`src/rtl/wrh_pkg.sv`:
```
// Package with the shared constants, types and classification functions.
`default_nettype none

package wrh_pkg;

   // Histogram geometry.
   localparam int SECTORS     = 16;
   localparam int SPEED_BINS  = 7;
   localparam int COUNT_WIDTH = 32;
   localparam int NUM_BINS    = SPEED_BINS * SECTORS;
   localparam int ADDR_W      = $clog2(NUM_BINS);
   localparam int SECTOR_W    = (SECTORS > 1) ? $clog2(SECTORS) : 1;

   // A full turn in 1/16 degree.
   localparam int FULL_TURN = 5760;

   // Field widths of the channels.
   localparam int STATION_W        = 32;
   localparam int SPEED_W          = 12;
   localparam int DIR_W            = 13;
   localparam int SPEED_BIN_W      = 3;
   localparam int SECTOR_FIELD_W   = 4;
   localparam int COUNT_FIELD_W    = 32;
   localparam int PROD_W           = DIR_W + $clog2(SECTORS) + 1;

   // Decoupling queue between front and back.
   localparam int QUEUE_DEPTH = 2;

   // Configuration port.
   localparam int CSR_INDEX_W = 1;
   localparam int CSR_DATA_W  = 32;

   typedef enum logic [CSR_INDEX_W-1:0] {
      CSR_STATION_CODE = 1'b0,
      CSR_ANY_STATION  = 1'b1
   } csr_index_type;

   typedef enum logic {
      FUNC_ACCUMULATE = 1'b0,
      FUNC_READ       = 1'b1
   } func_type;

   // Upper speed limits of the bins, in 1/16 m/s.
   localparam logic signed [SPEED_W-1:0] SPEED_LIM_CALM = 12'sd0;
   localparam logic signed [SPEED_W-1:0] SPEED_LIM_2MS  = 12'sd32;
   localparam logic signed [SPEED_W-1:0] SPEED_LIM_3MS  = 12'sd48;
   localparam logic signed [SPEED_W-1:0] SPEED_LIM_5MS  = 12'sd80;
   localparam logic signed [SPEED_W-1:0] SPEED_LIM_7MS  = 12'sd112;
   localparam logic signed [SPEED_W-1:0] SPEED_LIM_9MS  = 12'sd144;

   // One classified item on its way from the front to the back.
   typedef struct packed {
      logic                   count_it;
      logic [SPEED_BIN_W-1:0] speed_bin;
      logic [SECTOR_W-1:0]    sector;
   } work_type;

   function automatic logic [SPEED_BIN_W-1:0] speed_class(
      input logic signed [SPEED_W-1:0] spd
   );
      logic [SPEED_BIN_W-1:0] bin;
      priority if (spd <= SPEED_LIM_CALM) bin = 3'd0;
      else if (spd <= SPEED_LIM_2MS)      bin = 3'd1;
      else if (spd <= SPEED_LIM_3MS)      bin = 3'd2;
      else if (spd <= SPEED_LIM_5MS)      bin = 3'd3;
      else if (spd <= SPEED_LIM_7MS)      bin = 3'd4;
      else if (spd <= SPEED_LIM_9MS)      bin = 3'd5;
      else                                bin = 3'd6;
      return bin;
   endfunction

   // Sector is floor(dir * SECTORS / FULL_TURN), capped at the last sector.
   // Each boundary is an independent compare against a constant.
   function automatic logic [SECTOR_W-1:0] sector_class(input logic [DIR_W-1:0] dir);
      logic [PROD_W-1:0]   prod;
      logic [SECTOR_W-1:0] sec;
      prod = PROD_W'(dir) * PROD_W'(SECTORS);
      sec  = '0;
      for (int k = 1; k < SECTORS; k++) begin
         if (prod >= PROD_W'(k * FULL_TURN)) begin
            sec = SECTOR_W'(k);
         end
      end
      return sec;
   endfunction

   function automatic logic [ADDR_W-1:0] bin_addr(
      input logic [SPEED_BIN_W-1:0] bin,
      input logic [SECTOR_W-1:0]    sec
   );
      return ADDR_W'(bin) * ADDR_W'(SECTORS) + ADDR_W'(sec);
   endfunction

endpackage

`default_nettype wire

```
`src/rtl/wrh_queue.sv`:
```
// Short queue of classified items between the front and the back part.
`default_nettype none

module wrh_queue (
   input  wire logic              clock,
   input  wire logic              reset,
   input  wire logic              push,
   input  wrh_pkg::work_type      push_item,
   output logic                   push_ready,
   input  wire logic              pop,
   output logic                   pop_valid,
   output wrh_pkg::work_type      pop_item
);

   localparam int PTR_W = (wrh_pkg::QUEUE_DEPTH > 1) ? $clog2(wrh_pkg::QUEUE_DEPTH) : 1;
   localparam int CNT_W = $clog2(wrh_pkg::QUEUE_DEPTH + 1);

   wrh_pkg::work_type entries_ff [wrh_pkg::QUEUE_DEPTH];
   logic [PTR_W-1:0]  wr_ptr_ff, wr_ptr_in;
   logic [PTR_W-1:0]  rd_ptr_ff, rd_ptr_in;
   logic [CNT_W-1:0]  count_ff, count_in;
   logic              do_push, do_pop;

   function automatic logic [PTR_W-1:0] next_ptr(input logic [PTR_W-1:0] ptr);
      if (ptr == PTR_W'(wrh_pkg::QUEUE_DEPTH - 1)) begin
         return '0;
      end
      return ptr + PTR_W'(1);
   endfunction

   assign push_ready = (count_ff != CNT_W'(wrh_pkg::QUEUE_DEPTH));
   assign pop_valid  = (count_ff != '0);
   assign pop_item   = entries_ff[rd_ptr_ff];
   assign do_push    = push && push_ready;
   assign do_pop     = pop && pop_valid;

   always_comb begin
      wr_ptr_in = do_push ? next_ptr(wr_ptr_ff) : wr_ptr_ff;
      rd_ptr_in = do_pop  ? next_ptr(rd_ptr_ff) : rd_ptr_ff;
      count_in  = count_ff;
      if (do_push && !do_pop) begin
         count_in = count_ff + CNT_W'(1);
      end else if (do_pop && !do_push) begin
         count_in = count_ff - CNT_W'(1);
      end
   end

   always_ff @(posedge clock) begin
      if (reset) begin
         wr_ptr_ff <= '0;
         rd_ptr_ff <= '0;
         count_ff  <= '0;
      end else begin
         wr_ptr_ff <= wr_ptr_in;
         rd_ptr_ff <= rd_ptr_in;
         count_ff  <= count_in;
      end
      if (do_push) begin
         entries_ff[wr_ptr_ff] <= push_item;
      end
   end

endmodule

`default_nettype wire

```
`config.mk`:
```
export PLATFORM = sky130hd
export DESIGN_NAME = wrh_queue
export DESIGN_NICKNAME = d
export VERILOG_FILES = /design/src/rtl/wrh_pkg.sv /design/src/rtl/wrh_queue.sv
export SDC_FILE = /design/constraint.sdc
export NUM_CORES = 1
export LEC_CHECK = 0
export BUFFER_PORTS_ARGS = -buffer_cell sky130_fd_sc_hd__buf_2
export CORE_UTILIZATION = 35
export DETAILED_ROUTE_END_ITERATION = 7
export PLACE_DENSITY = 0.58
export SLEW_MARGIN = 15
export SYNTH_ARGS = -nofsm -noshare
export SYNTH_HDL_FRONTEND = slang
export SYNTH_SLANG_ARGS = --single-unit
```
`constraint.sdc`:
```
create_clock -name clock -period 2.1 [get_ports clock]
set_clock_uncertainty 0.1 [all_clocks]
set_input_delay 0.315 -clock clock [delete_from_list [all_inputs] [get_ports clock]]
set_output_delay 0.315 -clock clock [all_outputs]
set_load 0.05 [all_outputs]
```
[Word-level counts from Yosys, hierarchy flattened]
Memories as Yosys holds them, arrays and structs flattened. A register that Yosys moved wholly into a read port is not among the register bits.
Cells that the tools add are included.
Storage, ports and cells
  bits in registers: 4
  logic and storage cells: 29
  bits of input ports: 12
  output and inout port bits: 10
  bits in writable memories: 16
  memories: 1
Operators by class
  add/subtract/negate cells: 4
  muxes and demuxes: 12
  equal/unequal tests: 1
  reduce and logical (&&, ||, !) cells: 8
Memories
  entries_ff: words 2, bits a word 8, read ports 1, clocked after Yosys merged registers in 1, write ports 1, RTL line wrh_queue.sv:18  | wrh_pkg::work_type entries_ff [wrh_pkg::QUEUE_DEPTH];
Operator list (number)
  1-bit 2-to-1 mux: 10
  1-bit logical AND: 4
  2-bit 2-to-1 mux: 2
  2-bit nonzero test: 2
  1-bit adder, second input constant: 2
  2-bit by 1-bit adder with 2-bit output, second input constant: 1
  1-bit logical NOT: 2
  2-bit inequality test, second input constant: 1
  2-bit by 1-bit subtractor with 2-bit output, second input constant: 1

[Longest topological paths before layout]
  depth after elaboration: 6
  mapped depth: 6
  mapped depth without buffers: 6

[Worst setup path after synthesis]
No wires, ideal clock.
  path kind: reg-to-reg
  start: register count_ff[0]
  end: register count_ff[1]
  buffers on the path: 0
  library setup time: 0.070 ns
  arrival: 1.547 ns
  data required time: 1.930 ns
  clock period less this slack: 1.716 ns
  setup slack: 0.384 ns
  cell stages (with the launch flop): 6
  cell sequence: dfxtp_1 > nand2b_4 > and2_1 > ha_1 > or3_1 > a21oi_1
On the way
  cells in the longest elaborated chain, start to end: 5
  elaborated cells on any way between the ends: 13
  classes of those cells: add/sub: 2; eq/ne: 1; mux: 2; reduce/logical: 8
RTL lines
  from (decl): RTL line wrh_queue.sv:21  | logic [CNT_W-1:0] count_ff, count_in;
  from (signal assigned): RTL line wrh_queue.sv:56  | count_ff <= count_in;
  2-bit inequality test (*): RTL line wrh_queue.sv:31  | assign push_ready = (count_ff != CNT_W'(wrh_pkg::QUEUE_DEPTH));
  via push_ready: RTL line wrh_queue.sv:9  | output logic push_ready,
  1-bit logical AND (*): RTL line wrh_queue.sv:34  | assign do_push = push && push_ready;
  via do_push: RTL line wrh_queue.sv:22  | logic do_push, do_pop;
  1-bit logical NOT: RTL line wrh_queue.sv:43  | end else if (do_pop && !do_push) begin
  1-bit logical AND: RTL line wrh_queue.sv:43
  2-bit nonzero test (no source line)
Mark *: on every way through the listed nets, which the timed path passes. The rest lies on a longest branch. The select of a mux whose other input is x is not followed.
A chain may end at the register's enable or synchronous reset.

==> reports/results.txt <==
result of the run: finished, final reports clean
endpoint arrival time on the critical path: 1.43 ns
unrepaired setup endpoints after global routing: no
Max Freq: 542 MHz
antenna cell count: 0
antenna violations before repair: 0
summed area of non-filler cells in the final layout: 967 µm²
num rows: 17
post-synthesis to final-layout area growth: 20.0%
worst IR drop on VDD: 586 µV
met3 routing resource usage after global routing: 0.0370
Final Util: 0.441
number of buffers added by the clock tree synthesis step: 3
placed inst area: 941 µm²
total number of yosys warnings: 0
overall power: 1.30 mW
category of the worst setup path capture point: output port
top-area cell type share of the netlist area: 0.596
XOR/XNOR Fraction of Synth Area: 0.0326
kind of critical path: reg -> out
area of the die: 2500 µm²
total setup violations reported at the end of the flow: 0
master cell of the clock root buffer: clkbuf_4
power per standard cell area: 1340 nW/µm²
Mapped Avg Cell Area: 16.4 µm²
Max Root-Sink Buffers: 2
total congestion overflow after global routing: 0
largest family of logic cells by synthesized area: multiplexers
I/O pin count: 22
setup total negative slack: 0 ns
DRC errors left: 0
Post-Synthesis Net Count: 62
Worst Hold Path Cells: 1
layer with the highest usage after global routing: met2
actual slew at the worst max-slew pin: 0.397 ns
CP Data Required Time: 1.68 ns
post-synthesis cell count: 49
HPWL after detailed placement: 847 µm
router iterations before antenna repair: 4
Critical Path Source Type: flip-flop
number of nets at the end of the flow: 87
clock transition time at the flip-flop clock pins of the worst setup and hold paths: 0.11 ns
number of nets with antenna violations after routing: 0
Adder-Cell Fraction of Synth Area: 0.0155
global-route wire length before repair: 1.90 mm
chip height: 50.0 µm
H-Tree Depth: 1
post-DR vias/cell: 4.56
final hold slack: 0.106 ns
Compound-Gate Fraction of Synth Area: 0.0373
Vias: 461
die outline width: 50.0 µm
global-route total usage across every layer: 0.104
portion of the post-synthesis area used by sequential elements: 0.720
startpoint of the worst hold path: push_item[2]
clock sink count: 21
met1 usage in global routing: 0.106
multi-input combinational cell area: 216 µm²
Worst Reg2Reg Path Length in Cells: 5
Layout fillers: 221
multiplexer share of the synthesized area: 0.112
register bit count reported by yosys: 21
Post-CTS Resized: 0
buffer count from post-CTS setup fixing: 0
effective utilization at floorplan: 0.368
Synth area leader: edfxtp_1
worst slew margin relative to its limit: 0.735
launch point of the worst reg-to-reg path: count_ff[0]
weighted congestion reported at the end of routability-driven placement: 0.640
proportion of layout cells with a drive suffix above 1: 0.479
max-capacitance violation count: 0
class of the most critical hold timing path: in -> reg
netlist area before placement: 806 µm²
top cells by area in the synthesized netlist: edfxtp_1 60%, dfxtp_1 12%, mux2_2 11%
leakage power total: 0.382 nW
met2 demand-to-capacity share in global routing: 0.182
worst-path maximum fanout: 8
Tmin final: 1.85 ns
iteration-0 DRC count of the detailed router: 9
clock tree from TritonCTS: yes
Routed WL: 1.16 mm
core area: 2190 µm²
sequential cell area in the final layout: 581 µm²
worst-skew pair later-pin latency: 0.29 ns
final period utilization: 0.879
Hold Violations, Final: 0
number of different library cells in the post-synthesis netlist: 17
number of global-route vias before repair: 482
Pins Over Slew Limit: 0
quantity of I/O buffers inserted on ports: 21
number of buffers inserted for hold repair after clock tree synthesis: 0
largest net degree at the start of global routing: 12
post-synthesis simple-gate area fraction: 0.0714
detail-routed net length per standard cell: 11.5 µm
cells in the mapped netlist (all sizes together):
cell type / n
xor2: 3
ha: 1
inv: 1
and3: 1
buf: 1
o21ai: 2
and2: 1
a21bo: 1
a21oi: 2
or2: 1
nand2b: 1
edfxtp: 16
mux2: 8
nor2: 3
nand3b: 1
dfxtp: 5
or3: 1
worst paths after layout:
path | endpoint | slack (ns)
max | pop_item[0] | 0.25
min | entries_ff[0][2] | 0.11
max reg2reg | count_ff[1] | 0.41
min reg2reg | flip-flop | 0.42
placed cells by master, fill, tap and decap left out, types with 2 or more instances in the layout:
master and count:
mux2_2 8, o21ai_0 2, xor2_1 3, buf_2 21, a21oi_1 2, clkbuf_4 3, dfxtp_1 5, nor2_1 3
edfxtp_1 16
flip-flops by register name, summed over array words and instances (netlist names), named ones only:
name,flops
wr_ptr_ff,1
count_ff,2
rd_ptr_ff,1
entries_ff,16
cell families after synthesis:
logic type,Yosys count
multiplexers,8
XOR/XNOR,3
buffers and inverters,2
AND/OR/NAND/NOR,9
adder cells (fa/ha/maj),1
flip-flops,21
AO/OA/AOI/OAI,5
where the power goes:
part           switching [mW]  total (mW)  leakage (nW)  internal (mW)
registers              0.0543       0.581         0.191          0.527
clock network           0.106       0.179        0.0150         0.0737
logic                   0.361       0.535         0.176          0.174
worst max-delay path: stages (launching register included):
cell and delay, ns:
dfxtp_1 0.55, mux2_2 0.38, buf_2 0.21
cell type report:
class / instances / share of cell area
inverter: 1 / 0.00388
multi-input combinational: 26 / 0.224
timing repair buffer: 21 / 0.109
clock buffer: 4 / 0.0272
sequential: 21 / 0.600
tap: 28 / 0.0362
layer usage:
layer | wire length, µm | share of wire
met4 | 0 | 0
met3 | 76 | 0.066
met2 | 599 | 0.52
met5 | 0 | 0
met1 | 482 | 0.42
through the flow:
step | setup WS, ns | instances
global route | 0.159 | 101
floorplan | 0.384 | 49
finish | 0.255 | 101
CTS | 0.218 | 101
global placement | 0.468 | 97
detailed placement | 0.428 | 97
No activity file was read; power rests on OpenSTA's default activity.
