===== src/rtl/wrh_pkg.sv =====
// Package with the shared constants, types and classification functions.
`default_nettype none

package wrh_pkg;

   // Histogram geometry.
   localparam int SECTORS     = 16;
   localparam int SPEED_BINS  = 7;
   localparam int COUNT_WIDTH = 32;
   localparam int NUM_BINS    = SPEED_BINS * SECTORS;
   localparam int ADDR_W      = $clog2(NUM_BINS);
   localparam int SECTOR_W    = (SECTORS > 1) ? $clog2(SECTORS) : 1;

   // A full turn in 1/16 degree.
   localparam int FULL_TURN = 5760;

   // Field widths of the channels.
   localparam int STATION_W        = 32;
   localparam int SPEED_W          = 12;
   localparam int DIR_W            = 13;
   localparam int SPEED_BIN_W      = 3;
   localparam int SECTOR_FIELD_W   = 4;
   localparam int COUNT_FIELD_W    = 32;
   localparam int PROD_W           = DIR_W + $clog2(SECTORS) + 1;

   // Decoupling queue between front and back.
   localparam int QUEUE_DEPTH = 2;

   // Configuration port.
   localparam int CSR_INDEX_W = 1;
   localparam int CSR_DATA_W  = 32;

   typedef enum logic [CSR_INDEX_W-1:0] {
      CSR_STATION_CODE = 1'b0,
      CSR_ANY_STATION  = 1'b1
   } csr_index_type;

   typedef enum logic {
      FUNC_ACCUMULATE = 1'b0,
      FUNC_READ       = 1'b1
   } func_type;

   // Upper speed limits of the bins, in 1/16 m/s.
   localparam logic signed [SPEED_W-1:0] SPEED_LIM_CALM = 12'sd0;
   localparam logic signed [SPEED_W-1:0] SPEED_LIM_2MS  = 12'sd32;
   localparam logic signed [SPEED_W-1:0] SPEED_LIM_3MS  = 12'sd48;
   localparam logic signed [SPEED_W-1:0] SPEED_LIM_5MS  = 12'sd80;
   localparam logic signed [SPEED_W-1:0] SPEED_LIM_7MS  = 12'sd112;
   localparam logic signed [SPEED_W-1:0] SPEED_LIM_9MS  = 12'sd144;

   // One classified item on its way from the front to the back.
   typedef struct packed {
      logic                   count_it;
      logic [SPEED_BIN_W-1:0] speed_bin;
      logic [SECTOR_W-1:0]    sector;
   } work_type;

   function automatic logic [SPEED_BIN_W-1:0] speed_class(
      input logic signed [SPEED_W-1:0] spd
   );
      logic [SPEED_BIN_W-1:0] bin;
      priority if (spd <= SPEED_LIM_CALM) bin = 3'd0;
      else if (spd <= SPEED_LIM_2MS)      bin = 3'd1;
      else if (spd <= SPEED_LIM_3MS)      bin = 3'd2;
      else if (spd <= SPEED_LIM_5MS)      bin = 3'd3;
      else if (spd <= SPEED_LIM_7MS)      bin = 3'd4;
      else if (spd <= SPEED_LIM_9MS)      bin = 3'd5;
      else                                bin = 3'd6;
      return bin;
   endfunction

   // Sector is floor(dir * SECTORS / FULL_TURN), capped at the last sector.
   // Each boundary is an independent compare against a constant.
   function automatic logic [SECTOR_W-1:0] sector_class(input logic [DIR_W-1:0] dir);
      logic [PROD_W-1:0]   prod;
      logic [SECTOR_W-1:0] sec;
      prod = PROD_W'(dir) * PROD_W'(SECTORS);
      sec  = '0;
      for (int k = 1; k < SECTORS; k++) begin
         if (prod >= PROD_W'(k * FULL_TURN)) begin
            sec = SECTOR_W'(k);
         end
      end
      return sec;
   endfunction

   function automatic logic [ADDR_W-1:0] bin_addr(
      input logic [SPEED_BIN_W-1:0] bin,
      input logic [SECTOR_W-1:0]    sec
   );
      return ADDR_W'(bin) * ADDR_W'(SECTORS) + ADDR_W'(sec);
   endfunction

endpackage

`default_nettype wire


===== src/rtl/wrh_if.sv =====
// Channel interfaces for sample and read items and for their results.
`default_nettype none

interface wrh_req_if;
   logic                                valid;
   logic                                ready;
   logic                                func;
   logic [wrh_pkg::STATION_W-1:0]       sample_station;
   logic signed [wrh_pkg::SPEED_W-1:0]  wind_speed;
   logic [wrh_pkg::DIR_W-1:0]           wind_direction;
   logic [wrh_pkg::SPEED_BIN_W-1:0]     read_speed_bin;
   logic [wrh_pkg::SECTOR_FIELD_W-1:0]  read_sector;

   modport source (
      output valid, func, sample_station, wind_speed, wind_direction,
             read_speed_bin, read_sector,
      input  ready
   );
   modport sink (
      input  valid, func, sample_station, wind_speed, wind_direction,
             read_speed_bin, read_sector,
      output ready
   );
endinterface


`default_nettype wire


===== src/rtl/wrh_front.sv =====
// Front part: configuration registers, item acceptance and classification.
`default_nettype none

module wrh_front (
   input  wire logic                             clock,
   input  wire logic                             reset,
   wrh_req_if.sink                               req,
   input  wire logic                             csr_wr_en,
   input  wire logic [wrh_pkg::CSR_INDEX_W-1:0]  csr_index,
   input  wire logic [wrh_pkg::CSR_DATA_W-1:0]   csr_wdata,
   input  wire logic                             q_ready,
   output logic                                  q_push,
   output wrh_pkg::work_type                     q_item
);

   logic [wrh_pkg::STATION_W-1:0] station_code_ff, station_code_in;
   logic                          any_station_ff, any_station_in;
   logic [wrh_pkg::SPEED_BIN_W-1:0] bin;
   logic [wrh_pkg::SECTOR_W-1:0]    sec;
   logic                            hit;

   always_comb begin
      station_code_in = station_code_ff;
      any_station_in  = any_station_ff;
      if (csr_wr_en) begin
         unique case (wrh_pkg::csr_index_type'(csr_index))
            wrh_pkg::CSR_STATION_CODE: begin
               station_code_in = wrh_pkg::STATION_W'(csr_wdata);
            end
            wrh_pkg::CSR_ANY_STATION: begin
               any_station_in = csr_wdata[0];
            end
            default: begin
            end
         endcase
      end
   end

   always_ff @(posedge clock) begin
      if (reset) begin
         station_code_ff <= '0;
         any_station_ff  <= 1'b1;
      end else begin
         station_code_ff <= station_code_in;
         any_station_ff  <= any_station_in;
      end
   end

   // Read items address one bin directly; out-of-range addresses clamp.
   always_comb begin
      if (req.func == wrh_pkg::FUNC_READ) begin
         if (int'(req.read_speed_bin) > wrh_pkg::SPEED_BINS - 1) begin
            bin = wrh_pkg::SPEED_BIN_W'(wrh_pkg::SPEED_BINS - 1);
         end else begin
            bin = req.read_speed_bin;
         end
         if (int'(req.read_sector) > wrh_pkg::SECTORS - 1) begin
            sec = wrh_pkg::SECTOR_W'(wrh_pkg::SECTORS - 1);
         end else begin
            sec = wrh_pkg::SECTOR_W'(req.read_sector);
         end
         hit = 1'b0;
      end else begin
         bin = wrh_pkg::speed_class(req.wind_speed);
         sec = wrh_pkg::sector_class(req.wind_direction);
         hit = any_station_ff || (req.sample_station == station_code_ff);
      end
   end

   assign req.ready        = q_ready;
   assign q_push           = req.valid && q_ready;
   assign q_item.count_it  = hit;
   assign q_item.speed_bin = bin;
   assign q_item.sector    = sec;

endmodule

`default_nettype wire


===== src/flat_wrapper.sv =====
// flat-port wrapper written by rule: the top's interface ports become plain ports
module wrh_front_flat 
  (clock, reset, csr_wr_en, csr_index, csr_wdata, q_ready, q_push, q_item, req_valid, req_func, req_sample_station, req_wind_speed, req_wind_direction, req_read_speed_bin, req_read_sector, req_ready);
  wrh_req_if req_i ();
  input  wire logic clock;
  input  wire logic reset;
  input  wire logic csr_wr_en;
  input  wire logic [wrh_pkg::CSR_INDEX_W-1:0] csr_index;
  input  wire logic [wrh_pkg::CSR_DATA_W-1:0] csr_wdata;
  input  wire logic q_ready;
  output logic q_push;
  output wrh_pkg::work_type q_item;
  input wire logic [$bits(req_i.valid)-1:0] req_valid;
  input wire logic [$bits(req_i.func)-1:0] req_func;
  input wire logic [$bits(req_i.sample_station)-1:0] req_sample_station;
  input wire logic [$bits(req_i.wind_speed)-1:0] req_wind_speed;
  input wire logic [$bits(req_i.wind_direction)-1:0] req_wind_direction;
  input wire logic [$bits(req_i.read_speed_bin)-1:0] req_read_speed_bin;
  input wire logic [$bits(req_i.read_sector)-1:0] req_read_sector;
  output wire logic [$bits(req_i.ready)-1:0] req_ready;
  assign req_i.valid = req_valid;
  assign req_i.func = req_func;
  assign req_i.sample_station = req_sample_station;
  assign req_i.wind_speed = req_wind_speed;
  assign req_i.wind_direction = req_wind_direction;
  assign req_i.read_speed_bin = req_read_speed_bin;
  assign req_i.read_sector = req_read_sector;
  assign req_ready = req_i.ready;
  wrh_front u_core (.clock(clock), .reset(reset), .req(req_i), .csr_wr_en(csr_wr_en), .csr_index(csr_index), .csr_wdata(csr_wdata), .q_ready(q_ready), .q_push(q_push), .q_item(q_item));
endmodule

===== config.mk =====
export PLATFORM = sky130hd
export DESIGN_NAME = wrh_front_flat
export DESIGN_NICKNAME = d
export VERILOG_FILES = /design/src/rtl/wrh_pkg.sv /design/src/rtl/wrh_if.sv /design/src/rtl/wrh_front.sv /design/src/flat_wrapper.sv
export SDC_FILE = /design/constraint.sdc
export NUM_CORES = 1
export LEC_CHECK = 0
export BUFFER_PORTS_ARGS = -buffer_cell sky130_fd_sc_hd__buf_2
export CORE_MARGIN = 10
export CORE_UTILIZATION = 47
export CTS_BUF_LIST = sky130_fd_sc_hd__clkbuf_4 sky130_fd_sc_hd__clkbuf_8
export DETAILED_ROUTE_END_ITERATION = 10
export GPL_TIMING_DRIVEN = 0
export PLACE_DENSITY = 0.86
export SYNTH_ARGS = -nofsm -noshare
export SYNTH_HDL_FRONTEND = slang
export SYNTH_SLANG_ARGS = --single-unit

===== constraint.sdc =====
create_clock -name clock -period 2.5 [get_ports clock]
set_clock_uncertainty 0.05 [all_clocks]
set_input_delay 0.5 -clock clock [delete_from_list [all_inputs] [get_ports clock]]
set_output_delay 0.5 -clock clock [all_outputs]
set_load 0.02 [all_outputs]

Word level (Yosys, flattened, before mapping)
Index checks and enable logic that the tools add are counted.
{"block": "word_totals", "ff_bits": 33, "wordCells": 55}
{"block": "op_classes", "reduce_logical": 4, "n_eq_ne": 1, "n_bitwise": 1, "order_cmp": 22, "mux": 25}
{"cell": "$ge 17x16->1 const B", "n": 6}
{"cell": "$ge 17x17->1 const B", "n": 4}
{"cell": "$ge 17x15->1 const B", "n": 3}
{"cell": "$mux 4", "n": 9}
{"cell": "$mux 3", "n": 11}
{"cell": "$eq 32x32->1", "n": 1}
{"cell": "$le 12x7->1 const B", "n": 2}
{"cell": "$le 12x8->1 const B", "n": 2}
{"cell": "$ge 17x13->1 const B", "n": 1}
{"cell": "$ge 17x14->1 const B", "n": 1}
{"cell": "$le 12x1->1 const B", "n": 1}
{"cell": "$le 12x9->1 const B", "n": 1}
{"cell": "$mux 2", "n": 3}
{"cell": "$reduce_and 2->1", "n": 2}
{"cell": "$gt 3x3->1 const B", "n": 1}
{"cell": "$mux 1", "n": 2}
{"cell": "$logic_and 1x1->1", "n": 1}
{"cell": "$logic_or 1x1->1", "n": 1}
{"cell": "$not 1->1", "n": 1}

Logic depth before layout (Yosys ltp)
Gate-level depths: netlist of the first run.
{"block": "logic_depth", "ltp_word": 17, "mapped_depth": 7, "mapped_depth_nobuf": 5}

Least setup slack after synthesis of the first run
OpenSTA, ideal clock, no wires.
{"block": "synth_path", "path_type": "in2out", "start": "input req_wind_direction[7]", "end": "output q_item[0] (netlist name)", "n_path_buf": 1, "arrival_ns": 1.784, "setup_slack_ns": 0.166, "path_stages": 6, "path_cell_list": "clkbuf_2 o2111a_1 a211oi_2 o311a_1 a21oi_1 a41oi_1"}
{"item": "from (decl)", "line": "flat_wrapper.sv:17", "rtl": "input wire logic [$bits(req_i.wind_direction)-1:0] req_wind_direction;"}
{"item": "to (decl)", "line": "flat_wrapper.sv:12", "rtl": "output wrh_pkg::work_type q_item;"}

==> out/qor.yml, run 1 <==
sta:
  finalHoldViolCount: 0
  holdWs_ns: 0.398
  slew_headroom: 0.636
  setup_viol: 0
  slew_violations: 0
  rsz0062_at_grt: "yes"
  fin_crit_sh: 0.997
  clock.fmax_mhz: 401
  period_minus_slack_ns: 2.49
  worstMarginPinSlew_ns: 0.546
synthesis:
  synth_cell_types: 47
  synth_cells: 298
  yosys.area.top_type: "dfxtp_1"
  synth.most_common_cell: "nand2_1"
  netlist_area_sq_um: 2140
  seq_area_frac_synth: 0.308
  ys_seq_elements: 33
  synth.avg_cell_area_sq_um: 7.19
  synthFlopType: "dfxtp_1"
  synth-edff-count: 0
  synth_common_cells: "nand2_1, a21oi_1, dfxtp_1, xnor2_1, clkbuf_1"
  yosys_warnings: 0
  syn-num-nets: 401
  yosysTopAreaCellShare: 0.308
  yosys-top-cells-area: "dfxtp_1, xnor2_1, nand2_1, a21oi_1, clkbuf_1"
  synthArstFlopShare: 0
clock_network:
  cts_tree: "built"
  clockBufferDepth: 2
  root_buffer: "clkbuf_8"
  cts_inserted_buffers: 5
  cts_hold_buffers: 0
  h-tree-depth: 2
  clock_sinks: 33
  clkSlewWorstSetupHoldPaths_ns: 0.07
  worstSkewPairLatency_ns: 0.28
detailed_routing:
  wl_um: 7020
  detailroute.via_count: 2532
  routed_via_density: 5.48
  firstDrtPassIters: 4
  wl_per_cell_um: 15.2
  drtAntennaViolNets: 0
  drt-initial-drc-count: 94
  drc: 0
die:
  die-area_sq_um: 7660
  coreArea_sq_um: 4380
  rows: 24
  initial_utilization: 0.489
  dieWidth_um: 87.5
  num_io_pins: 113
  die_h_um: 87.5
pwr:
  p_total_mw: 1.30
  irDropWorstVdd_uv: 361
  p_leak_nw: 1.17
  powerDensity_nw_per_um2: 448
global_routing:
  grt_antenna_before_repair: 0
  grt_max_degree: 11
  grt_pass1_wl_um: 11100
  grtUsageTotal: 0.172
  first_global_vias: 2575
  overflow: 0
final_layout:
  layoutNonFillerInstCount: 462
  final_nets: 512
  seqCellArea_sq_um: 661
  layout-drive-gt1-share: 0.327
  multi_input_area_sq_um: 1430
  area_growth_pct: 36.0
  diodes: 0
  utilization: 0.665
  fillers: 384
worst_setup_path:
  worst_ep_required_time_ns: 1.95
  critPathLaunchType: "input pin"
  end_kind: "output pin"
  crit_path_max_fanout: 2
  worstPathArrival_ns: 1.94
  crit_type: "input pin to output pin"
hold_path:
  hp-class: "input pin to flop"
outcome:
  outcome: "finished, final reports clean"
placement:
  port_buffers: 103
  dp_hpwl_um: 5630
  gp_congestion: 0.958
  place_inst: 453
flow_run:
  cap_violations: 0
-- state kept, by name (all words and copies together) (netlist names) --
register                flops
u_core.station_code_ff     32
u_core.any_station_ff       1
-- critical path, stage by stage --
cell,delay [ns]
buf_8,0.09
or4_4,0.52
or3_4,0.38
a32oi_2,0.17
o21ai_1,0.10
buf_4,0.17
-- final timing paths --
| path | startpoint | end | slack, ns | cells after the start |
|---|---|---|---|---|
| setup reg to reg | u_core.any_station_ff$_SDFFE_PP1P_ | u_core.any_station_ff$_SDFFE_PP1P_ | 1.66 | 2 |
| setup / recovery | req_wind_speed[3] | q_item[4] | 0.008 | 6 |
| hold / removal | csr_wdata[9] | u_core.station_code_ff[9]$_SDFFE_PP0P_ | 0.40 | 3 |
| hold reg to reg | u_core.station_code_ff[18]$_SDFFE_PP0P_ | u_core.station_code_ff[18]$_SDFFE_PP0P_ | 0.42 | 2 |
-- metal layers --
metal  up-vias  GRT usage  part of all wire
met5         -          0                 0
met1      1137      0.189              0.39
li1       1262          -                 -
met2       125      0.294              0.48
met4         0     0.0493             0.011
met3         8     0.0761              0.12
-- repair_timing --
| item | CTS | global route |
|---|---|---|
| gates resized for setup | 2 | 23 |
| pin swaps | 0 | 5 |
| setup buffers | 0 | 1 |
| setup endpoints to repair | 2 | 5 |
-- where the power goes --
part           leakage [nW]  switching [mW]  internal (mW)
Combinational         0.856           0.181          0.161
Clock                0.0484           0.191          0.204
Sequential            0.270          0.0173          0.551
Total                  1.17           0.389          0.916
-- per-stage QoR --
stage	setup TNS (ns)	instance area, sq um	worst slack (ns)
after CTS	0	2820	0.00160
final	0	2910	0.00773
after detailed placement	-0.0622	2720	-0.0622
after global routing	-0.0809	2910	-0.0426
after global placement	-0.0493	2720	-0.0493
after floorplan	0	2140	0.166
-- layout by cell type, fill, tap and decap left out, types with 3 or more instances in the layout --
master,instances
dfxtp_1,33
clkbuf_8,5
o21ai_0,6
clkbuf_1,12
buf_4,5
a21oi_1,42
o2111ai_1,3
nand3_1,8
nand2_1,73
nand4_1,8
xnor2_1,33
o21ai_1,3
nor2_1,11
nor4_1,4
inv_1,5
buf_2,106
a31oi_1,4
-- layout make-up --
type                    instances  area share
repair buffers                104       0.187
plain buffers                  25      0.0386
clock inverters                 2     0.00343
flip-flops and latches         33       0.227
well taps                      52      0.0223
inverters                       5     0.00644
clock buffers                   6      0.0262
multi-input cells             235       0.489
-- logic make-up after synthesis --
kind of cell	after synthesis	synth area share
DFF	33	0.308
xor gates and xnor gates	33	0.135
and+or+nand+nor	119	0.246
buffers and inverters	30	0.0601
AOI/OAI and AO/OA	83	0.250
(Power assumes the default switching activity.)
==> inputs of run 2 (changes only) <==
ABC_AREA = 1   (was unset)
CORE_UTILIZATION = 48   (was 47)
PLACE_DENSITY = 0.9   (was 0.86)
==> run 2 against run 1 <==
  * The flow now finishes with violations (negative setup slack)
  * Largest power group unchanged
  * Register-to-register slack gained 0.12 ns
  * Sequential power is essentially flat
  * Die area grew 4.5%
==> out/qor.yml, run 2 <==
outcome:
  outcome: "finished, violations left"
  violations: "negative setup slack"
final_layout:
  area_growth_pct: 45.5
  diodes: 0
  largest-register: "u_core.station_code_ff"
  layout-drive-gt1-share: 0.353
  mostFrequentLayoutCells: "nand2_1, buf_2, a21oi_1, inv_1, dfxtp_1"
  layout_commonest_cell: "nand2_1"
  top_regs: "u_core.station_code_ff: 32 flops, u_core.any_station_ff: 1 flops"
  largest_reg_flops: 32
  layoutNonFillerInstCount: 552
  final_nets: 601
detailed_routing:
  detailroute.via_count: 2870
  routed_via_density: 5.20
  wl_um: 7910
  firstDrtPassIters: 5
  drc: 0
  drtAntennaViolNets: 0
  wl_per_cell_um: 14.3
  drt-initial-drc-count: 77
worst_setup_path:
  end_kind: "output pin"
  max_stage_delay_ns: 0.26
  worst_ep_required_time_ns: 1.95
  critPathLaunchType: "input pin"
  path_cells: "buf_6 -> nor2_1 -> nand3_2 -> nand3_2 -> nand2_1 -> nand2_1 -> nand2_1 -> nand2_1 -> nand2_1 -> nand2_1 -> nand2_1 -> nand2_1 -> nand2_1 -> nand2_1 -> nand2_1 -> nand2_1 -> a21oi_2 -> buf_6"
  crit_slowest_cell: "nor2_1"
  crit_path_max_fanout: 6
  worstPathArrival_ns: 2.00
  worst_path_most_repeated_cell: "nand2_1"
  crit_type: "input pin to output pin"
synthesis:
  seq_area_frac_synth: 0.285
  synth.avg_cell_area_sq_um: 6.28
  synth_compound_area_frac: 0.190
  syn-num-nets: 472
  synth_top_family_by_area: "simple AND/OR/NAND/NOR gates"
  synth_xor_area_frac: 0.0945
  synth-edff-count: 0
  synthArstFlopShare: 0
  yosys.area.top_type: "dfxtp_1"
  synth.most_common_cell: "nand2_1"
  synthSimpleGateAreaFrac: 0.340
  synth_common_cells: "nand2_1, a21oi_1, dfxtp_1, inv_1, nor2_1"
  yosysTopAreaCellShare: 0.285
  synth_cells: 369
  yosys_warnings: 0
  yosys-top-cells-area: "dfxtp_1, nand2_1, a21oi_1, xor2_1, inv_1"
  synthFlopType: "dfxtp_1"
  netlist_area_sq_um: 2320
  synth_cell_types: 35
  synth_fa_ha_area_frac: 0
  synthMuxAreaShare: 0
  ys_seq_elements: 33
sta:
  slew_headroom: 0.687
  rsz0062_at_grt: "yes"
  finalWorstSetupSlack_ns: -0.0499
  fin_setup_tns_ns: -0.0499
  fin_crit_sh: 1.02
  slew_violations: 0
  clock.fmax_mhz: 392
  period_minus_slack_ns: 2.55
  setup_viol: 1
  worstMarginPinSlew_ns: 0.469
  finalHoldViolCount: 0
clock_network:
  cts_hold_buffers: 0
  root_buffer: "clkbuf_8"
  clock_sinks: 33
  worstSkewPairLatency_ns: 0.28
  cts_tree: "built"
  h-tree-depth: 2
  clkSlewWorstSetupHoldPaths_ns: 0.06
  clockBufferDepth: 2
  cts_inserted_buffers: 5
die:
  initial_utilization: 0.494
  num_io_pins: 113
  die_h_um: 89.5
  coreArea_sq_um: 4690
  die-area_sq_um: 8010
  dieWidth_um: 89.5
  rows: 25
global_routing:
  grt_antenna_before_repair: 0
  first_global_vias: 2800
  overflow: 0
  grtUsageTotal: 0.185
  grt_max_degree: 11
  grt_pass1_wl_um: 12000
placement:
  place_inst: 530
  gp_congestion: 0.935
  dp_hpwl_um: 6000
  preCtsSetupSlack_ns: -0.155
  port_buffers: 107
pwr:
  p_leak_nw: 1.63
  powerDensity_nw_per_um2: 410
  irDropWorstVdd_uv: 341
  p_total_mw: 1.38
flow_run:
  cap_violations: 0
hold_path:
  hp-class: "input pin to flop"
## run 2: changes by cell type after synthesis, moves of 8 or more
cell	previous run	this run
nand2_1	73	111
xnor2_1	33	5
inv_1	5	32
xor2_1	0	20
nor2_1	12	27
nand3_1	8	16
## run 2: worst paths after layout
| kind | from | slack [ns] | to | cells after the start |
|---|---|---|---|---|
| setup / recovery | req_wind_direction[10] | -0.05 | q_item[0] | 18 |
| hold / removal | csr_wdata[0] | 0.41 | u_core.any_station_ff$_SDFFE_PP1P_ | 3 |
| setup reg to reg | u_core.station_code_ff[4]$_SDFFE_PP0P_ | 1.78 | u_core.station_code_ff[4]$_SDFFE_PP0P_ | 2 |
| hold reg to reg | u_core.any_station_ff$_SDFFE_PP1P_ | 0.42 | u_core.any_station_ff$_SDFFE_PP1P_ | 2 |
## run 2: cell families after synthesis
| family | count (synthesis) |
|---|---|
| XOR/XNOR | 25 |
| buffers and inverters | 54 |
| AO/OA/AOI/OAI | 75 |
| AND/OR/NAND/NOR | 182 |
| flip-flops | 33 |
## run 2: critical path, delay by kind of cell
family / cells / cell delay (ns)
AND/OR/NAND/NOR: 15 / 1.18
buffers and inverters: 2 / 0.25
AO/OA/AOI/OAI: 1 / 0.06
## run 2: power breakdown
part / switching (mW) / internal (mW) / leakage (nW)
clock network: 0.179 / 0.229 / 0.0477
registers: 0.0166 / 0.552 / 0.271
logic: 0.219 / 0.186 / 1.31
total: 0.415 / 0.967 / 1.63
## run 2: routing by layer
layer	wire length, um	track usage	vias to the layer above
met3	720	0.0629	20
li1	-	-	1462
met4	171	0.0578	0
met5	0	0	-
met1	2770	0.189	1250
met2	4250	0.343	138
## run 2: repair_timing
item / in CTS / in global routing
pin swaps: 9 / 21
setup endpoints to repair: 2 / 2
resized for setup: 34 / 36
setup buffers: 9 / 7
## run 2: final cells by class
class | count | area (sq um)
plain buffers | 12 | 48.8
multi-input cells | 282 | 1570
fillers | 382 | 1320
clock buffers | 7 | 90.1
repair buffers | 123 | 744
inverters | 41 | 191
flip-flops and latches | 33 | 663
well taps | 54 | 67.6
## run 2: per-stage QoR
step	hold WS, ns	utilization	cell area (sq um)
finish	0.407	0.719	3370
global route	0.417	0.719	3370
CTS	0.401	0.680	3190
detailed placement	0.401	0.622	2920
global placement	0.400	0.622	2920
floorplan	0.384	-	2320
