**src/rtl/wrh_pkg.sv**
```systemverilog
// Package with the shared constants, types and classification functions.
`default_nettype none

package wrh_pkg;

   // Histogram geometry.
   localparam int SECTORS     = 16;
   localparam int SPEED_BINS  = 7;
   localparam int COUNT_WIDTH = 32;
   localparam int NUM_BINS    = SPEED_BINS * SECTORS;
   localparam int ADDR_W      = $clog2(NUM_BINS);
   localparam int SECTOR_W    = (SECTORS > 1) ? $clog2(SECTORS) : 1;

   // A full turn in 1/16 degree.
   localparam int FULL_TURN = 5760;

   // Field widths of the channels.
   localparam int STATION_W        = 32;
   localparam int SPEED_W          = 12;
   localparam int DIR_W            = 13;
   localparam int SPEED_BIN_W      = 3;
   localparam int SECTOR_FIELD_W   = 4;
   localparam int COUNT_FIELD_W    = 32;
   localparam int PROD_W           = DIR_W + $clog2(SECTORS) + 1;

   // Decoupling queue between front and back.
   localparam int QUEUE_DEPTH = 2;

   // Configuration port.
   localparam int CSR_INDEX_W = 1;
   localparam int CSR_DATA_W  = 32;

   typedef enum logic [CSR_INDEX_W-1:0] {
      CSR_STATION_CODE = 1'b0,
      CSR_ANY_STATION  = 1'b1
   } csr_index_type;

   typedef enum logic {
      FUNC_ACCUMULATE = 1'b0,
      FUNC_READ       = 1'b1
   } func_type;

   // Upper speed limits of the bins, in 1/16 m/s.
   localparam logic signed [SPEED_W-1:0] SPEED_LIM_CALM = 12'sd0;
   localparam logic signed [SPEED_W-1:0] SPEED_LIM_2MS  = 12'sd32;
   localparam logic signed [SPEED_W-1:0] SPEED_LIM_3MS  = 12'sd48;
   localparam logic signed [SPEED_W-1:0] SPEED_LIM_5MS  = 12'sd80;
   localparam logic signed [SPEED_W-1:0] SPEED_LIM_7MS  = 12'sd112;
   localparam logic signed [SPEED_W-1:0] SPEED_LIM_9MS  = 12'sd144;

   // One classified item on its way from the front to the back.
   typedef struct packed {
      logic                   count_it;
      logic [SPEED_BIN_W-1:0] speed_bin;
      logic [SECTOR_W-1:0]    sector;
   } work_type;

   function automatic logic [SPEED_BIN_W-1:0] speed_class(
      input logic signed [SPEED_W-1:0] spd
   );
      logic [SPEED_BIN_W-1:0] bin;
      priority if (spd <= SPEED_LIM_CALM) bin = 3'd0;
      else if (spd <= SPEED_LIM_2MS)      bin = 3'd1;
      else if (spd <= SPEED_LIM_3MS)      bin = 3'd2;
      else if (spd <= SPEED_LIM_5MS)      bin = 3'd3;
      else if (spd <= SPEED_LIM_7MS)      bin = 3'd4;
      else if (spd <= SPEED_LIM_9MS)      bin = 3'd5;
      else                                bin = 3'd6;
      return bin;
   endfunction

   // Sector is floor(dir * SECTORS / FULL_TURN), capped at the last sector.
   // Each boundary is an independent compare against a constant.
   function automatic logic [SECTOR_W-1:0] sector_class(input logic [DIR_W-1:0] dir);
      logic [PROD_W-1:0]   prod;
      logic [SECTOR_W-1:0] sec;
      prod = PROD_W'(dir) * PROD_W'(SECTORS);
      sec  = '0;
      for (int k = 1; k < SECTORS; k++) begin
         if (prod >= PROD_W'(k * FULL_TURN)) begin
            sec = SECTOR_W'(k);
         end
      end
      return sec;
   endfunction

   function automatic logic [ADDR_W-1:0] bin_addr(
      input logic [SPEED_BIN_W-1:0] bin,
      input logic [SECTOR_W-1:0]    sec
   );
      return ADDR_W'(bin) * ADDR_W'(SECTORS) + ADDR_W'(sec);
   endfunction

endpackage

`default_nettype wire

```
**src/rtl/wrh_if.sv**
```systemverilog
// Channel interfaces for sample and read items and for their results.
`default_nettype none


interface wrh_rsp_if;
   logic                                valid;
   logic                                ready;
   logic                                accepted;
   logic [wrh_pkg::COUNT_FIELD_W-1:0]   bin_count;
   logic [wrh_pkg::SPEED_BIN_W-1:0]     speed_bin_out;
   logic [wrh_pkg::SECTOR_FIELD_W-1:0]  sector_out;

   modport source (
      output valid, accepted, bin_count, speed_bin_out, sector_out,
      input  ready
   );
   modport sink (
      input  valid, accepted, bin_count, speed_bin_out, sector_out,
      output ready
   );
endinterface

`default_nettype wire

```
**src/rtl/wrh_ram.sv**
```systemverilog
// Generic single-write, single-read RAM with registered read data.
`default_nettype none

module wrh_ram #(
   parameter int WIDTH = 32,
   parameter int DEPTH = 16
) (
   input  wire logic                     clock,
   input  wire logic                     wr_en,
   input  wire logic [$clog2(DEPTH)-1:0] wr_addr,
   input  wire logic [WIDTH-1:0]         wr_data,
   input  wire logic                     rd_en,
   input  wire logic [$clog2(DEPTH)-1:0] rd_addr,
   output logic      [WIDTH-1:0]         rd_data
);

   logic [WIDTH-1:0] mem [DEPTH];
   logic [WIDTH-1:0] rd_data_ff;

   always_ff @(posedge clock) begin
      if (wr_en) begin
         mem[wr_addr] <= wr_data;
      end
      if (rd_en) begin
         rd_data_ff <= mem[rd_addr];
      end
   end

   assign rd_data = rd_data_ff;

endmodule

`default_nettype wire

```
**src/rtl/wrh_back.sv**
```systemverilog
// Back part: counter read-modify-write, forwarding and the result register.
`default_nettype none

module wrh_back (
   input  wire logic          clock,
   input  wire logic          reset,
   input  wire logic          q_valid,
   input  wrh_pkg::work_type  q_item,
   output logic               q_pop,
   wrh_rsp_if.source          rsp
);

   localparam int CW = wrh_pkg::COUNT_WIDTH;
   localparam int AW = wrh_pkg::ADDR_W;

   // Read stage: item whose counter is being fetched.
   logic              rd_busy_ff, rd_busy_in;
   wrh_pkg::work_type rd_item_ff;
   logic [AW-1:0]     rd_addr_ff;
   logic              rd_known_ff;
   logic              fwd_ff;
   logic [CW-1:0]     fwd_count_ff;

   // Result register.
   logic                              out_valid_ff, out_valid_in;
   logic                              out_acc_ff;
   logic [wrh_pkg::COUNT_FIELD_W-1:0] out_count_ff;
   logic [wrh_pkg::SPEED_BIN_W-1:0]   out_bin_ff;
   logic [wrh_pkg::SECTOR_FIELD_W-1:0] out_sec_ff;

   // Written flags: a counter never written reads as zero.
   logic [wrh_pkg::NUM_BINS-1:0] written_ff, written_in;

   logic          rd_done;
   logic [AW-1:0] pop_addr;
   logic [CW-1:0] ram_rd_data;
   logic [CW-1:0] cur_count;
   logic [CW-1:0] new_count;
   logic          wr_en;
   logic          fwd_in;

   assign rd_done   = rd_busy_ff && (!out_valid_ff || rsp.ready);
   assign q_pop     = q_valid && (!rd_busy_ff || rd_done);
   assign pop_addr  = wrh_pkg::bin_addr(q_item.speed_bin, q_item.sector);
   assign cur_count = fwd_ff ? fwd_count_ff : (rd_known_ff ? ram_rd_data : '0);
   assign wr_en     = rd_done && rd_item_ff.count_it;
   assign fwd_in    = wr_en && (pop_addr == rd_addr_ff);

   always_comb begin
      new_count = cur_count;
      if (rd_item_ff.count_it && !(&cur_count)) begin
         new_count = cur_count + CW'(1);
      end
   end

   always_comb begin
      rd_busy_in = rd_busy_ff;
      if (q_pop) begin
         rd_busy_in = 1'b1;
      end else if (rd_done) begin
         rd_busy_in = 1'b0;
      end
      out_valid_in = out_valid_ff;
      if (rd_done) begin
         out_valid_in = 1'b1;
      end else if (rsp.ready) begin
         out_valid_in = 1'b0;
      end
      written_in = written_ff;
      if (wr_en) begin
         written_in[rd_addr_ff] = 1'b1;
      end
   end

   wrh_ram #(
      .WIDTH (CW),
      .DEPTH (wrh_pkg::NUM_BINS)
   ) u_counters (
      .clock   (clock),
      .wr_en   (wr_en),
      .wr_addr (rd_addr_ff),
      .wr_data (new_count),
      .rd_en   (q_pop),
      .rd_addr (pop_addr),
      .rd_data (ram_rd_data)
   );

   always_ff @(posedge clock) begin
      if (reset) begin
         rd_busy_ff   <= 1'b0;
         out_valid_ff <= 1'b0;
         written_ff   <= '0;
      end else begin
         rd_busy_ff   <= rd_busy_in;
         out_valid_ff <= out_valid_in;
         written_ff   <= written_in;
      end
      if (q_pop) begin
         rd_item_ff   <= q_item;
         rd_addr_ff   <= pop_addr;
         rd_known_ff  <= written_ff[pop_addr];
         fwd_ff       <= fwd_in;
         fwd_count_ff <= new_count;
      end
      if (rd_done) begin
         out_acc_ff   <= rd_item_ff.count_it;
         out_count_ff <= wrh_pkg::COUNT_FIELD_W'(new_count);
         out_bin_ff   <= rd_item_ff.speed_bin;
         out_sec_ff   <= wrh_pkg::SECTOR_FIELD_W'(rd_item_ff.sector);
      end
   end

   assign rsp.valid         = out_valid_ff;
   assign rsp.accepted      = out_acc_ff;
   assign rsp.bin_count     = out_count_ff;
   assign rsp.speed_bin_out = out_bin_ff;
   assign rsp.sector_out    = out_sec_ff;

endmodule

`default_nettype wire

```
**src/flat_wrapper.sv**
```systemverilog
// flat-port wrapper written by rule: the top's interface ports become plain ports
module wrh_back_flat 
  (clock, reset, q_valid, q_item, q_pop, rsp_valid, rsp_accepted, rsp_bin_count, rsp_speed_bin_out, rsp_sector_out, rsp_ready);
  wrh_rsp_if rsp_i ();
  input  wire logic clock;
  input  wire logic reset;
  input  wire logic q_valid;
  input  wrh_pkg::work_type q_item;
  output logic q_pop;
  output wire logic [$bits(rsp_i.valid)-1:0] rsp_valid;
  output wire logic [$bits(rsp_i.accepted)-1:0] rsp_accepted;
  output wire logic [$bits(rsp_i.bin_count)-1:0] rsp_bin_count;
  output wire logic [$bits(rsp_i.speed_bin_out)-1:0] rsp_speed_bin_out;
  output wire logic [$bits(rsp_i.sector_out)-1:0] rsp_sector_out;
  input wire logic [$bits(rsp_i.ready)-1:0] rsp_ready;
  assign rsp_valid = rsp_i.valid;
  assign rsp_accepted = rsp_i.accepted;
  assign rsp_bin_count = rsp_i.bin_count;
  assign rsp_speed_bin_out = rsp_i.speed_bin_out;
  assign rsp_sector_out = rsp_i.sector_out;
  assign rsp_i.ready = rsp_ready;
  wrh_back u_core (.clock(clock), .reset(reset), .q_valid(q_valid), .q_item(q_item), .q_pop(q_pop), .rsp(rsp_i));
endmodule
```
**config.mk**
```make
export PLATFORM = sky130hd
export DESIGN_NAME = wrh_back_flat
export DESIGN_NICKNAME = d
export VERILOG_FILES = /design/src/rtl/wrh_pkg.sv /design/src/rtl/wrh_if.sv /design/src/rtl/wrh_ram.sv /design/src/rtl/wrh_back.sv /design/src/flat_wrapper.sv
export SDC_FILE = /design/constraint.sdc
export NUM_CORES = 2
export LEC_CHECK = 0
export BUFFER_PORTS_ARGS = -buffer_cell sky130_fd_sc_hd__buf_2
export CAP_MARGIN = 20
export CORE_AREA = 8 8 658 660
export DETAILED_ROUTE_END_ITERATION = 10
export DIE_AREA = 0 0 666 668
export GPL_ROUTABILITY_DRIVEN = 1
export HOLD_SLACK_MARGIN = 0.08
export PLACE_DENSITY = 0.47
export SLEW_MARGIN = 15
export SYNTH_ARGS = -nofsm -noshare
export SYNTH_HDL_FRONTEND = slang
export SYNTH_HIERARCHICAL = 1
export SYNTH_SLANG_ARGS = --single-unit
```
**constraint.sdc**
```tcl
create_clock -name clock -period 16.4 [get_ports clock]
set_clock_uncertainty 0.15 [all_clocks]
set_input_delay 3.28 -clock clock [delete_from_list [all_inputs] [get_ports clock]]
set_output_delay 3.28 -clock clock [all_outputs]
set_load 0.1 [all_outputs]
```
Word level (Yosys, flattened, before mapping)
Memory sizes are Yosys's and may differ from the RTL's. A register that Yosys moved wholly into a read port is not among the register bits.
Cells that the tools add are included.
{ "op_classes": {"bitwise_logic": 1, "mux": 13, "magnitude_cmp": 3, "reduce_logical": 14, "add_sub_neg": 2, "n_eq_ne": 1} }
{ "ops": {"columns": ["cell", "count"], "rows": [
  ["$or A112 B112 Y112", 1],
  ["$mux W32", 3],
  ["$add A32 B1 Y32 const B", 1],
  ["$reduce_and A32 Y1", 1],
  ["$lt A7 B8 Y1 const B", 2],
  ["$mux W1", 8],
  ["$add A7 B4 Y7", 1],
  ["$bmux W1 S7", 1],
  ["$demux W1 S7", 1],
  ["$eq A7 B7 Y1", 1],
  ["$ge A7 B1 Y1 const B", 1],
  ["$logic_and A1 B1 Y1", 6],
  ["$reduce_bool A2 Y1", 2],
  ["$logic_not A1 Y1", 3],
  ["$logic_or A1 B1 Y1", 2]
]} }
{ "totals": {"n_memories": 1, "ram_bits": 3584, "reg_bits": 203, "output_inout_bits": 42} }
{ "memory_table": {"columns": ["name", "depth", "width", "read_ports", "rd_clocked_by_memory_dff", "write_ports", "line_no", "text"], "rows": [
  ["u_core.u_counters.mem", 112, 32, 1, 1, 1, "wrh_ram.sv:17", "logic [WIDTH-1:0] mem [DEPTH];"]
]} }

Logic depth before layout (Yosys ltp)
{ "depth": {"word_depth": 6, "ltp_mapped": 12, "depth_no_buf": 6} }

Hierarchy
Netlist, hierarchy kept.
{ "by_module_without_submodules": {"columns": ["mod", "n_inst", "seq_area_each_um2", "area_per_inst_um2", "cells_each"], "rows": [
  ["wrh_ram", 1, 108584.1, 138616.7, 6106],
  ["wrh_back", 1, 4744.6, 8563.2, 814]
]} }

Least setup slack after synthesis
No wires, ideal clock.
{ "synth_timing": {"path_kind": "input to output", "from": "in rsp_ready", "to": "out q_pop", "required_ns": 12.970, "path_stages": 2, "n_path_buf": 0, "setup_slack_ns": 2.143, "arrival_ns": 10.827, "cell_sequence": "nor2b_1 > a21boi_0"} }
{ "synth_between": {"elab_chain_len": 4} }
{ "synth_lines": {"columns": ["item", "line_no", "text"], "rows": [
  ["start, declared", "flat_wrapper.sv:15", "input wire logic [$bits(rsp_i.ready)-1:0] rsp_ready;"],
  ["$logic_or A1 B1 Y1", "wrh_back.sv:42", "assign rd_done = rd_busy_ff && (!out_valid_ff || rsp.ready);"],
  ["$logic_and A1 B1 Y1", "wrh_back.sv:42", null],
  ["$logic_or A1 B1 Y1", "wrh_back.sv:43", "assign q_pop = q_valid && (!rd_busy_ff || rd_done);"],
  ["$logic_and A1 B1 Y1", "wrh_back.sv:43", null],
  ["end, declared", "flat_wrapper.sv:9", "output logic q_pop;"]
]} }
No other way between the ends.

Worst setup path after layout
{ "layout_timing": {"from": "in q_item[1] (netlist name)", "to": "reg u_core.u_counters.rd_data_ff[24], in the netlist u_core/u_counters/rd_data[24] (read register of u_core.u_counters.mem), data pin"} }
{ "layout_between": {"elab_chain_len": 1} }
{ "layout_lines": {"columns": ["item", "line_no", "text"], "rows": [
  ["start, declared", "flat_wrapper.sv:8", "input wrh_pkg::work_type q_item;"],
  ["$add A7 B4 Y7", "wrh_pkg.sv:91", "return ADDR_W'(bin) * ADDR_W'(SECTORS) + ADDR_W'(sec);"],
  ["end, declared", "wrh_ram.sv:18", "logic [WIDTH-1:0] rd_data_ff;"]
]} }
No other way between the ends.
A chain may end at the register's enable or synchronous reset.

==> results_tabular.tex <==
\begin{tabular}{lr}
\hline
Metric & Value \\
\hline
\multicolumn{2}{l}{\textbf{Worst setup path}} \\
\quad Worst path slowest cell & nand4\_1 \\
\quad FF-to-FF setup slack & around 9800 ps \\
\quad Sequence of cells on the critical path & buf\_8 > buf\_4 > buf\_4 > buf\_4 > mux4\_2 > and2\_1 > a211oi\_1 > buf\_4 > a2111oi\_0 > nand4\_1 > nand3\_1 \\
\quad Stages on the worst setup path & 11 \\
\quad Worst flop-to-flop path startpoint & u\_core/fwd\_ff\$\_DFFE\_PP\_ \\
\quad Category of the most critical setup path & input port to flip-flop \\
\quad CP Buf/Inv Count & 5 \\
\quad Longest individual stage delay on the worst path & between 1000 and 1500 ps \\
\quad Nature of the critical path startpoint & input port \\
\quad Crit-path max FO & 71 \\
\quad Cell repeated most along the worst path & buf\_4 \\
\quad Kind of cell with the highest combined delay on the critical path & buffers and inverters \\
\quad Capturing point of the worst reg2reg path & u\_core/u\_counters/mem[80][24]\$\_DFFE\_PP\_ \\
\quad Type of element capturing the critical path & flip-flop \\
\quad Data arrival at the endpoint of the critical path & between 8000 and 9000 ps \\
\quad CP required & about 17000 ps \\
\quad Worst R2R Path Depth & 9 \\
\multicolumn{2}{l}{\textbf{Pwr}} \\
\quad Total power consumption of the routed design & between 0.02 and 0.025 W \\
\quad Cell leakage power & between 50 and 60 nW \\
\quad Fraction of power consumed by combinational cells & 0.060 \\
\quad Switching Fraction & 0.2253 \\
\quad Power density of the placed cells & 125.4 nW/µm² \\
\quad Internal power consumption & roughly 0.016 W \\
\quad Clock share of power & 0.428 \\
\quad Psw & about 0.0048 W \\
\quad Register share of total power & 0.512 \\
\quad Maximum VDD drop & 0.09140 mV \\
\multicolumn{2}{l}{\textbf{Logic synthesis}} \\
\quad Total nets after synthesis & 6932 \\
\quad Sequential-to-total area share from yosys stat & 0.7700 \\
\quad Post-synthesis instance area & between 100000 and 150000 µm² \\
\quad Mean instance size in the synthesized netlist & 21.27 µm² \\
\quad Post-Synthesis Cells & $\sim$6900 \\
\quad Most used flip-flop cell after synthesis & edfxtp\_1 \\
\quad Cell taking the most area after synthesis & edfxtp\_1 \\
\quad Proportion of synthesized flip-flops having asynchronous set or reset & 0 \\
\quad Dominant cell by count in the synthesized netlist & edfxtp\_1 \\
\quad Leading post-synthesis cells by cell area & edfxtp\_1 75\%, mux4\_2 14\%, mux2i\_1 1.8\% \\
\quad Number of enable-type register cells in the synthesized netlist & between 3000 and 4000 \\
\quad Ranking of synthesized cells by instance count & 3698 x edfxtp\_1, 903 x mux4\_2, 315 x nor2\_1, 283 x nand2\_1, 266 x mux2i\_1 \\
\quad Number of unique standard cell types used by synthesis & 72 \\
\quad Share of Yosys cell area claimed by the top area cell type & 0.7545 \\
\quad Post-synthesis sequential element count & 3812 \\
\quad Count of warnings emitted by yosys & 6 \\
\multicolumn{2}{l}{\textbf{Place}} \\
\quad Final RePlAce weighted congestion & about 0.84 \\
\quad Half-perimeter wire length after placement & roughly 260 mm \\
\quad I/O Buffers & 53 \\
\multicolumn{2}{l}{\textbf{Floorplan}} \\
\quad Width of the die & between 600 and 700 µm \\
\quad Placeable core area & about 420000 µm² \\
\quad Number of top-level pins & 54 \\
\quad Overall die area & 444900 µm² \\
\quad Height of the chip & 668 µm \\
\quad Initial cell density of the core & 0.3486 \\
\quad Number of placement rows & 239 \\
\multicolumn{2}{l}{\textbf{Global routing}} \\
\quad Via count of the first global-routing pass & 75970 \\
\quad Global-route usage over all layers & 0.2057 \\
\quad Largest net degree at the start of global routing & approximately 130 \\
\quad Residual overflow from global routing & 0 \\
\quad Initial antenna violation count & 26 \\
\quad Global-route wire length before repair & $\sim$640 mm \\
\multicolumn{2}{l}{\textbf{Clocking}} \\
\quad CTS sink cnt & 3812 \\
\quad Number of buffers inserted by post-CTS setup repair & 0 \\
\quad Reg clk slew, reported paths & $\sim$60 ps \\
\quad Count of instances resized after the clock tree is built & 0 \\
\quad Root buf cell & clkbuf\_16 \\
\quad Clock latency on the worst-skew pair & roughly 980 ps \\
\quad Bufs on Longest Clock Path & 4 \\
\quad CTS H-Tree Depth & 5 \\
\quad CTS tree & done \\
\quad Hold\_buf cts & 0 \\
\quad Clock buffers created by TritonCTS & 403 \\
\multicolumn{2}{l}{\textbf{Outcome}} \\
\quad Run status & finished clean \\
\multicolumn{2}{l}{\textbf{Timing}} \\
\quad Shortest clock period the worst path allows after layout & between 8000 and 9000 ps \\
\quad Endpoints failing setup & 0 \\
\quad Unrepaired setup endpoints after global routing & no \\
\quad Max Transition Viols Final & 0 \\
\quad Final-layout setup total negative slack & 0 ps \\
\quad Tightest Pin Transition & 1169 ps \\
\quad Portion of the clock cycle consumed by the worst path in the final layout & 0.5015 \\
\quad Worst relative slew slack & 0.2184 \\
\quad Highest Clock Rate & approximately 120 MHz \\
\quad Final hold violations & 0 \\
\multicolumn{2}{l}{\textbf{Finish}} \\
\quad Number of nets in the layout & between 7000 and 8000 \\
\quad Layout cell share with drive strength beyond 1 & 0.2738 \\
\quad Layout overhead on the synthesized area & 15.17\% \\
\quad Share of the core filled with cells in the final layout & 0.4014 \\
\multicolumn{2}{l}{\textbf{Detailed routing}} \\
\quad Number of DRC markers after the initial detailed-route iteration & between 8000 and 9000 \\
\quad Antenna violation net count after detailed routing & 0 \\
\quad DRT Wirelength & about 470 mm \\
\quad Detailed-route wire length per cell & around 35 µm \\
\quad Number of DRC violations after detailed routing & 0 \\
\quad TritonRoute pass-1 iters & 6 \\
\quad Via count normalized by instance count & 5.633 \\
\quad Detailed-route via count & around 75000 \\
\multicolumn{2}{l}{\textbf{Job}} \\
\quad Number of max-cap violations & 0 \\
\multicolumn{2}{l}{\textbf{Worst hold path}} \\
\quad Hold path startpoint & u\_core/written\_ff[60]\$\_SDFFE\_PP0P\_ \\
\quad Cells on Worst Hold Path & 2 \\
\quad End point of the most critical hold path & u\_core/written\_ff[60]\$\_SDFFE\_PP0P\_ \\
\quad Kind of path behind the tightest hold check & flip-flop to flip-flop \\
\hline
\end{tabular}
[through the flow]
step	cell area [µm²]	cells	hold WS [ps]	worst slack [ps]
2_1_floorplan	147200	6920	281.5	2143
3_3_place_gp	156200	12560	292.5	6340
3_5_place_dp	156400	12570	301.8	7543
4_1_cts	169500	13310	317.0	8572
5_1_grt	169500	13310	330.0	8297
6_report	169500	13320	314.2	8176
[cell families (layout without fill, tap and decap cells)]
kind of cell	count (synthesis)	after routing	synth area share
AOI/OAI and AO/OA	560	560	0.02578
buffers and inverters	399	1126	0.01520
other	0	11	0
DFF	3812	3812	0.7700
xor gates and xnor gates	25	25	0.001488
and+or+nand+nor	915	915	0.02821
muxes	1209	1209	0.1593
[flip-flops by register name, summed over array words and instances (netlist names)]
signal	flops
u_core/fwd_count_ff	32
u_core/fwd_ff	1
u_core/rd_addr_ff	1
u_core/rd_busy_ff	1
u_core/rd_item_ff	7
u_core/rd_known_ff	1
u_core/rsp.accepted	1
u_core/rsp.bin_count	32
u_core/rsp.sector_out	4
u_core/rsp.speed_bin_out	3
u_core/rsp.valid	1
u_core/u_counters/mem	3584
u_core/u_counters/rd_data	32
u_core/written_ff	112
[routing by layer]
metal	up-vias	GRT usage	share of wire
met5	-	0	0.000028
met4	2	0.06800	0.038
met3	668	0.02699	0.060
met2	2730	0.3373	0.48
met1	41840	0.2850	0.42
li1	29790	-	-
[power groups by stage]
stage / logic, W / clock network, W / registers, W
after floorplan: 0.000659 / 0 / 0.0112
after global placement: 0.00127 / 0 / 0.0111
after detailed placement: 0.00130 / 0 / 0.0111
after CTS: 0.00130 / 0.00929 / 0.0109
after global routing: 0.00134 / 0.00964 / 0.0109
final: 0.00128 / 0.00910 / 0.0109
[area by class of cell]
type                    count  area (µm²)
fillers                 37560      252700
flip-flops and latches   3812      113300
multi-input cells        2709       33000
clock buffers             492       10670
well taps                5663        7086
repair buffers            382        2928
clock inverters           242        2412
inverters                  10       55.05
diodes                     11       27.53
[tightest hold or removal path: stages (launching register included)]
cell and delay (ps):
dfxtp_1 320, a21oi_1 40, nor2_1 70
[how the worst max path moves through the flow]
| stage | from | end | slack [ps] |
|---|---|---|---|
| after floorplan | rsp_ready | q_pop | 2140 |
| after global placement | q_item[1] | u_core/u_counters/rd_data[23]$_DFFE_PP_ | 6340 |
| after detailed placement | q_item[1] | u_core/u_counters/rd_data[24]$_DFFE_PP_ | 7540 |
| after CTS | q_item[1] | u_core/u_counters/rd_data[24]$_DFFE_PP_ | 8570 |
| after global routing | q_item[1] | u_core/u_counters/rd_data[24]$_DFFE_PP_ | 8300 |
| final | q_item[1] | u_core/u_counters/rd_data[24]$_DFFE_PP_ | 8180 |
[cells in the final DEF, fill, tap and decap left out, types with 30 or more instances in the layout]
cell type	instances
clkinv_2	74
edfxtp_1	3698
mux2i_1	265
mux4_2	903
dfxtp_1	114
clkbuf_16	410
nand4_1	50
clkinv_1	92
bufinv_16	41
a22oi_1	134
mux2_2	40
nor2_4	113
nand3_1	108
a21oi_1	157
buf_2	45
a31oi_1	36
buf_4	321
a211oi_1	32
clkbuf_1	70
and2_1	30
o21ai_0	45
nand2_1	279
nor2_1	196
(Power assumes the default switching activity.)
